**src/rtl/sgcl_pkg.sv**
```systemverilog
`default_nettype none
package sgcl_pkg;

   localparam int SAMPLE_WIDTH_DEF = 16;
   localparam int CSR_INDEX_W      = 3;
   localparam int CSR_DATA_W       = 16;

   typedef enum logic [CSR_INDEX_W-1:0] {
      CSR_GATE_THRESHOLD   = 3'd0,
      CSR_GATE_HYSTERESIS  = 3'd1,
      CSR_ATTACK_COEF      = 3'd2,
      CSR_RELEASE_COEF     = 3'd3,
      CSR_COMPRESS_THRESH  = 3'd4,
      CSR_COMPRESS_SLOPE   = 3'd5,
      CSR_MAKEUP_GAIN      = 3'd6
   } csr_index_type;

   localparam logic [14:0] COMPRESS_THRESH_RST = 15'd32767;
   localparam logic [15:0] MAKEUP_GAIN_RST     = 16'd4096;
   localparam logic [15:0] UNITY_GAIN_Q412     = 16'd4096;

   localparam logic [15:0] GATE_DECAY  = 16'd64881;
   localparam logic [15:0] GATE_RAMP   = 16'd655;
   localparam logic [15:0] SMOOTH_KEEP = 16'd62259;
   localparam logic [15:0] SMOOTH_TAKE = 16'd3277;

   // Datapath operation for the current sequencer step.
   typedef enum logic [4:0] {
      STEP_NONE     = 5'd0,
      STEP_LOAD     = 5'd1,
      STEP_AMP      = 5'd2,
      STEP_GATE     = 5'd3,
      STEP_GAPPLY_L = 5'd4,
      STEP_GAPPLY_R = 5'd5,
      STEP_FOLLOW_A = 5'd6,
      STEP_FOLLOW_B = 5'd7,
      STEP_ENV      = 5'd8,
      STEP_LOG_ENV  = 5'd9,
      STEP_LOG_THR  = 5'd10,
      STEP_SLOPE    = 5'd11,
      STEP_EXP      = 5'd12,
      STEP_TARGET   = 5'd13,
      STEP_SMOOTH   = 5'd14,
      STEP_SGAIN    = 5'd15,
      STEP_APPLY_L  = 5'd16,
      STEP_APPLY_R  = 5'd17,
      STEP_OUT      = 5'd18
   } step_type;

   typedef struct packed {
      step_type step;
   } dp_cmd_type;

   // Piecewise-linear log2 in Q4.16 of a 16-bit value.
   function automatic logic [19:0] log2_q16(input logic [15:0] x);
      logic [3:0]  e;
      logic [15:0] m;
      logic [31:0] sh;
      e = '0;
      for (int i = 0; i < 16; i++) begin
         if (x[i]) e = 4'(i);
      end
      m  = x & ~(16'd1 << e);
      sh = {m, 16'b0} >> e;
      return {e, sh[15:0]};
   endfunction

endpackage
`default_nettype wire

```
**src/rtl/sgcl_ctrl.sv**
```systemverilog
`default_nettype none
module sgcl_ctrl (
   input  wire logic                 clock,
   input  wire logic                 reset,
   input  wire logic                 req_valid,
   output logic                      req_ready,
   output logic                      rsp_valid,
   input  wire logic                 rsp_ready,
   output sgcl_pkg::dp_cmd_type      cmd
);

   typedef enum logic [17:0] {
      ST_IDLE     = 18'b000000000000000001,
      ST_AMP      = 18'b000000000000000010,
      ST_GATE     = 18'b000000000000000100,
      ST_GAPPLY_L = 18'b000000000000001000,
      ST_GAPPLY_R = 18'b000000000000010000,
      ST_FOLLOW_A = 18'b000000000000100000,
      ST_FOLLOW_B = 18'b000000000001000000,
      ST_ENV      = 18'b000000000010000000,
      ST_LOG_ENV  = 18'b000000000100000000,
      ST_LOG_THR  = 18'b000000001000000000,
      ST_SLOPE    = 18'b000000010000000000,
      ST_EXP      = 18'b000000100000000000,
      ST_TARGET   = 18'b000001000000000000,
      ST_SMOOTH   = 18'b000010000000000000,
      ST_SGAIN    = 18'b000100000000000000,
      ST_APPLY_L  = 18'b001000000000000000,
      ST_APPLY_R  = 18'b010000000000000000,
      ST_OUT      = 18'b100000000000000000
   } state_type;

   state_type state_ff, state_in;
   logic      rsp_valid_ff, rsp_valid_in;
   logic      out_free;

   assign req_ready = (state_ff == ST_IDLE);
   assign rsp_valid = rsp_valid_ff;
   assign out_free  = !rsp_valid_ff || rsp_ready;

   always_comb begin
      state_in     = state_ff;
      rsp_valid_in = rsp_valid_ff && !rsp_ready;
      cmd.step     = sgcl_pkg::STEP_NONE;
      case (state_ff)
         ST_IDLE: begin
            if (req_valid) begin
               cmd.step = sgcl_pkg::STEP_LOAD;
               state_in = ST_AMP;
            end
         end
         ST_AMP: begin
            cmd.step = sgcl_pkg::STEP_AMP;
            state_in = ST_GATE;
         end
         ST_GATE: begin
            cmd.step = sgcl_pkg::STEP_GATE;
            state_in = ST_GAPPLY_L;
         end
         ST_GAPPLY_L: begin
            cmd.step = sgcl_pkg::STEP_GAPPLY_L;
            state_in = ST_GAPPLY_R;
         end
         ST_GAPPLY_R: begin
            cmd.step = sgcl_pkg::STEP_GAPPLY_R;
            state_in = ST_FOLLOW_A;
         end
         ST_FOLLOW_A: begin
            cmd.step = sgcl_pkg::STEP_FOLLOW_A;
            state_in = ST_FOLLOW_B;
         end
         ST_FOLLOW_B: begin
            cmd.step = sgcl_pkg::STEP_FOLLOW_B;
            state_in = ST_ENV;
         end
         ST_ENV: begin
            cmd.step = sgcl_pkg::STEP_ENV;
            state_in = ST_LOG_ENV;
         end
         ST_LOG_ENV: begin
            cmd.step = sgcl_pkg::STEP_LOG_ENV;
            state_in = ST_LOG_THR;
         end
         ST_LOG_THR: begin
            cmd.step = sgcl_pkg::STEP_LOG_THR;
            state_in = ST_SLOPE;
         end
         ST_SLOPE: begin
            cmd.step = sgcl_pkg::STEP_SLOPE;
            state_in = ST_EXP;
         end
         ST_EXP: begin
            cmd.step = sgcl_pkg::STEP_EXP;
            state_in = ST_TARGET;
         end
         ST_TARGET: begin
            cmd.step = sgcl_pkg::STEP_TARGET;
            state_in = ST_SMOOTH;
         end
         ST_SMOOTH: begin
            cmd.step = sgcl_pkg::STEP_SMOOTH;
            state_in = ST_SGAIN;
         end
         ST_SGAIN: begin
            cmd.step = sgcl_pkg::STEP_SGAIN;
            state_in = ST_APPLY_L;
         end
         ST_APPLY_L: begin
            cmd.step = sgcl_pkg::STEP_APPLY_L;
            state_in = ST_APPLY_R;
         end
         ST_APPLY_R: begin
            cmd.step = sgcl_pkg::STEP_APPLY_R;
            state_in = ST_OUT;
         end
         ST_OUT: begin
            // hold until the output register is free
            if (out_free) begin
               cmd.step     = sgcl_pkg::STEP_OUT;
               rsp_valid_in = 1'b1;
               state_in     = ST_IDLE;
            end
         end
         default: begin
            state_in = ST_IDLE;
         end
      endcase
   end

   always_ff @(posedge clock) begin
      if (reset) begin
         state_ff     <= ST_IDLE;
         rsp_valid_ff <= 1'b0;
      end else begin
         state_ff     <= state_in;
         rsp_valid_ff <= rsp_valid_in;
      end
   end

endmodule
`default_nettype wire

```
**config.mk**
```make
export PLATFORM = sky130hd
export DESIGN_NAME = sgcl_ctrl
export DESIGN_NICKNAME = d
export VERILOG_FILES = /design/src/rtl/sgcl_pkg.sv /design/src/rtl/sgcl_ctrl.sv
export SDC_FILE = /design/constraint.sdc
export NUM_CORES = 1
export LEC_CHECK = 0
export BUFFER_PORTS_ARGS = -buffer_cell sky130_fd_sc_hd__buf_2
export CORE_AREA = 2 2 53 55
export DETAILED_ROUTE_END_ITERATION = 10
export DIE_AREA = 0 0 55 57
export PLACE_DENSITY = 0.64
export SETUP_SLACK_MARGIN = 0.4
export SYNTH_ARGS = -nofsm -noshare
export SYNTH_HDL_FRONTEND = slang
export SYNTH_SLANG_ARGS = --single-unit
```
**constraint.sdc**
```tcl
create_clock -name clock -period 2.9 [get_ports clock]
set_clock_uncertainty 0.15 [all_clocks]
set_input_delay 0.58 -clock clock [delete_from_list [all_inputs] [get_ports clock]]
set_output_delay 0.58 -clock clock [all_outputs]
set_load 0.02 [all_outputs]
```
**Word level (Yosys, flattened, before mapping)**

Cells that the tools add are included.

- Equality and inequality tests: 20
- Mux-type cells: 8
- Reductions and logical operators: 5

Operators with widths:

| cell | number |
|---|---|
| $pmux 18 s18 | 1 |
| $pmux 5 s18 | 1 |
| $mux 18 | 2 |
| $eq 18x1->1 const B | 1 |
| $eq 18x10->1 const B | 1 |
| $eq 18x11->1 const B | 1 |
| $eq 18x12->1 const B | 1 |
| $eq 18x13->1 const B | 1 |
| $eq 18x14->1 const B | 1 |
| $eq 18x15->1 const B | 1 |
| $eq 18x16->1 const B | 1 |
| $eq 18x17->1 const B | 1 |
| $eq 18x18->1 const B | 1 |
| $eq 18x2->1 const B | 1 |
| $eq 18x3->1 const B | 1 |
| $eq 18x4->1 const B | 1 |
| $eq 18x5->1 const B | 1 |
| $eq 18x6->1 const B | 1 |
| $eq 18x7->1 const B | 1 |
| $eq 18x8->1 const B | 1 |
| $eq 18x9->1 const B | 1 |
| $mux 5 | 1 |
| $ne 2x2->1 const B | 2 |
| $mux 1 | 3 |
| 4 further kinds | 5 |

- Flip-flop bits (word level): 19
- Bits of input ports: 4
- Output and inout port bits: 7

**Longest topological paths before layout**

- Depth in word-level cells: 4
- Depth in mapped cells: 7
- Depth with buffers taken out: 5

**Worst setup path before layout**

OpenSTA, ideal clock, no wires.

- Path type: register -> output
- From: register state_ff[5]
- To: output port cmd[0] (netlist bit)
- Data arrival time: 1.931 ns
- Required time: 2.170 ns
- Path slack: 0.239 ns
- Cell stages (with the launch flop): 7
- Path buffers: 1
- Cell sequence: dfxtp_1 -> buf_6 -> nor4_2 -> nand4_1 -> or2_4 -> nor2_1 -> a2111o_1

RTL lines:

| element | RTL line | source |
|---|---|---|
| start, declared | sgcl_ctrl.sv:33 | `state_type state_ff, state_in;` |
| start signal, assigned | sgcl_ctrl.sv:135 | `state_ff <= state_in;` |
| end, declared | sgcl_ctrl.sv:9 | `output sgcl_pkg::dp_cmd_type cmd` |

==> flow_summary.toml <==
[final_layout]
fin_area_um2 = 1390
drive_gt1_frac = 0.392
area_growth_pct = 25.8
final_cell_mix = "nor2_1 (17), dfxtp_1 (11), buf_4 (10)"
utilization = 0.530
layout_commonest_cell = "nor2_1"
fill_cells = 253
antennaDiodeCount = 0
multi_input_area_um2 = 752
nets = 148
seqCellArea_um2 = 395

[global_route]
grt_pass1_wl_um = 4500
grt_max_degree = 14
antenna_found_initial = 0
gr-usage-all-layers = 0.193
grt_pass1_vias = 1002
grt-ovfl-total = 0

[synth]
synth_area_um2 = 1100
syn_nets = 125
synth_area_per_cell_um2 = 9.10
ys_seq_elements = 19
synthFlopType = "dfxtp_1"
synth_edf_count = 0
synth-seq-area-share = 0.345
syn_inst = 121
synthArstFlopShare = 0
synth.distinct_cells = 46
yosys_warnings = 0

[placed_design]
place_hpwl_um = 1960
numPortBuffers = 10
pre_cts_ws_ns = 0.163
place_congestion = 0.852
placed_cell_area_um2 = 1210

[worst_setup_path]
crit_path_end_kind = "primary output"
cp_slowest_cell = "or4_4"
rr_startpoint = "state_ff[5]$_SDFFE_PP0P_"
crit_arrival_ns = 2.24
crit_path_start_kind = "register"
worstPathRequired_ns = 2.17
cp_cell_sequence = "or4_4, nor4_4, nand3_1, o221ai_1, or3_4, buf_6"
crit_fanout = 5
startpoint = "state_ff[12]$_SDFFE_PP0P_"
worstSetupPathType = "register to primary output"
max_stage_delay_ns = 0.59

[die]
die_w_um = 55
initial_utilization = 0.421
rows = 19
die-area_um2 = 3140
placeableCoreArea_um2 = 2620
io_pins = 11
die_h_um = 57

[worst_hold_path]
hold_class = "input port to register"
holdCritStartpoint = "reset"

[routing]
wirelength_um = 2730
drc = 0
post_drt_wl_per_cell_um = 15.7
vias_per_cell = 5.73
detail-route-antenna-nets = 0
drt-pass1-iter-count = 4
drtIter0Drc = 25
via_count = 997

[power]
power_density_nw_per_um2 = 415
leakagePower_nw = 0.582
peakVddDrop_mv = 0.317

[timing]
fin_crit_sh = 1.02
slew_viol_final = 0
fmax_mhz = 336
hold_viol = 0
rsz0062_at_grt = "true"
setup_viol = 3
maxSlewHeadroom = 0.677
final.setup.worst_slack_ns = -0.0724
tightest_slew_ns = 0.480
fin_crit_ns = 2.97
whs_ns = 0.297

[job]
max_cap_violations = 0

[cts]
clkTransAtPathRegs_ns = 0.12
cts_sinks = 19
htreeDepth = 1
cts_buffers = 3
cts-root-buf = "clkbuf_4"
cts_buffer_depth = 2
clock_latency_ns = 0.31
cts_tree = "built"
hold_buffers = 0

[outcome]
violations = "negative setup slack"
status = "complete, but fails checks"
per-layer routing:
| metal | GRT usage | wire [µm] |
|---|---|---|
| met5 | 0 | 0 |
| met4 | 0.0418 | 29 |
| met3 | 0.0314 | 86 |
| met2 | 0.313 | 1370 |
| met1 | 0.267 | 1240 |
per-stage QoR:
step	total power, mW	TNS, ns	cells
3_3_place_gp	0.415	0	163
2_1_floorplan	0.386	0	121
6_report	0.575	-0.180	174
4_1_cts	0.575	-0.138	174
5_1_grt	0.596	-0.592	174
3_5_place_dp	0.417	0	163
cells in the mapped netlist, types with 2 or more instances:
library cell	instances	share of area
inv_1	4	0.014
nand4b_1	4	0.032
nand2_1	8	0.027
nor2b_1	3	0.017
a21oi_1	2	0.0091
or4b_2	2	0.018
nand3b_1	2	0.014
nor4_1	3	0.017
xnor2_1	2	0.016
or3_1	2	0.011
nor4_4	2	0.039
or4_4	3	0.031
nor2_1	18	0.061
or4_1	3	0.020
dfxtp_1	19	0.35
nor4b_1	2	0.016
nand3_1	4	0.018
and4_1	2	0.016
nand2b_1	2	0.011
nand4_1	2	0.011
nor3_1	4	0.018
nor4_2	3	0.034
o2bb2ai_1	2	0.016
worst max-delay path: cells and delay by family, from the launching register on:
kind	cells	cell delay, ns
buffers and inverters	1	0.11
DFF	1	0.38
and+or+nand+nor	4	1.34
AOI/OAI and AO/OA	1	0.12
report_power, final:
| group | switching, mW | internal [mW] | total, mW |
|---|---|---|---|
| Combinational | 0.0818 | 0.0786 | 0.160 |
| Clock | 0.0885 | 0.0515 | 0.140 |
| Sequential | 0.00827 | 0.266 | 0.275 |
layout make-up:
class | count | area share
Tap cell | 31 | 0.0280
Clock inverter | 1 | 0.00361
Multi-Input combinational cell | 96 | 0.543
Clock buffer | 3 | 0.0163
Timing Repair Buffer | 20 | 0.113
Sequential cell | 19 | 0.285
Inverter | 4 | 0.0108
kinds of logic after synthesis:
logic type	share of synthesized area
xor+xnor	0.0239
compound gates	0.111
mux	0.0102
flops	0.345
buf+inv	0.0307
simple gates	0.478
sequential cells by signal (all words and copies together), names as in the netlist:
name       flops
rsp_valid      1
state_ff      18
what timing repair did:
action,in CTS,in global routing
setup endpoints to repair,6,6
pin swaps,10,5
resized for setup,26,1
setup buffers,7,0
endpoints found under the hold margin,0,0
worst paths after layout:
path / cells after the start / to / slack, ns
max: 6 / cmd[1] / -0.07
min reg2reg: 1 / state_ff[16]$_SDFFE_PP0P_ / 0.40
max reg2reg: 7 / state_ff[4]$_SDFFE_PP0P_ / 0.63
min: 2 / rsp_valid$_SDFF_PP0_ / 0.30
No activity file was read; power rests on OpenSTA's default activity.
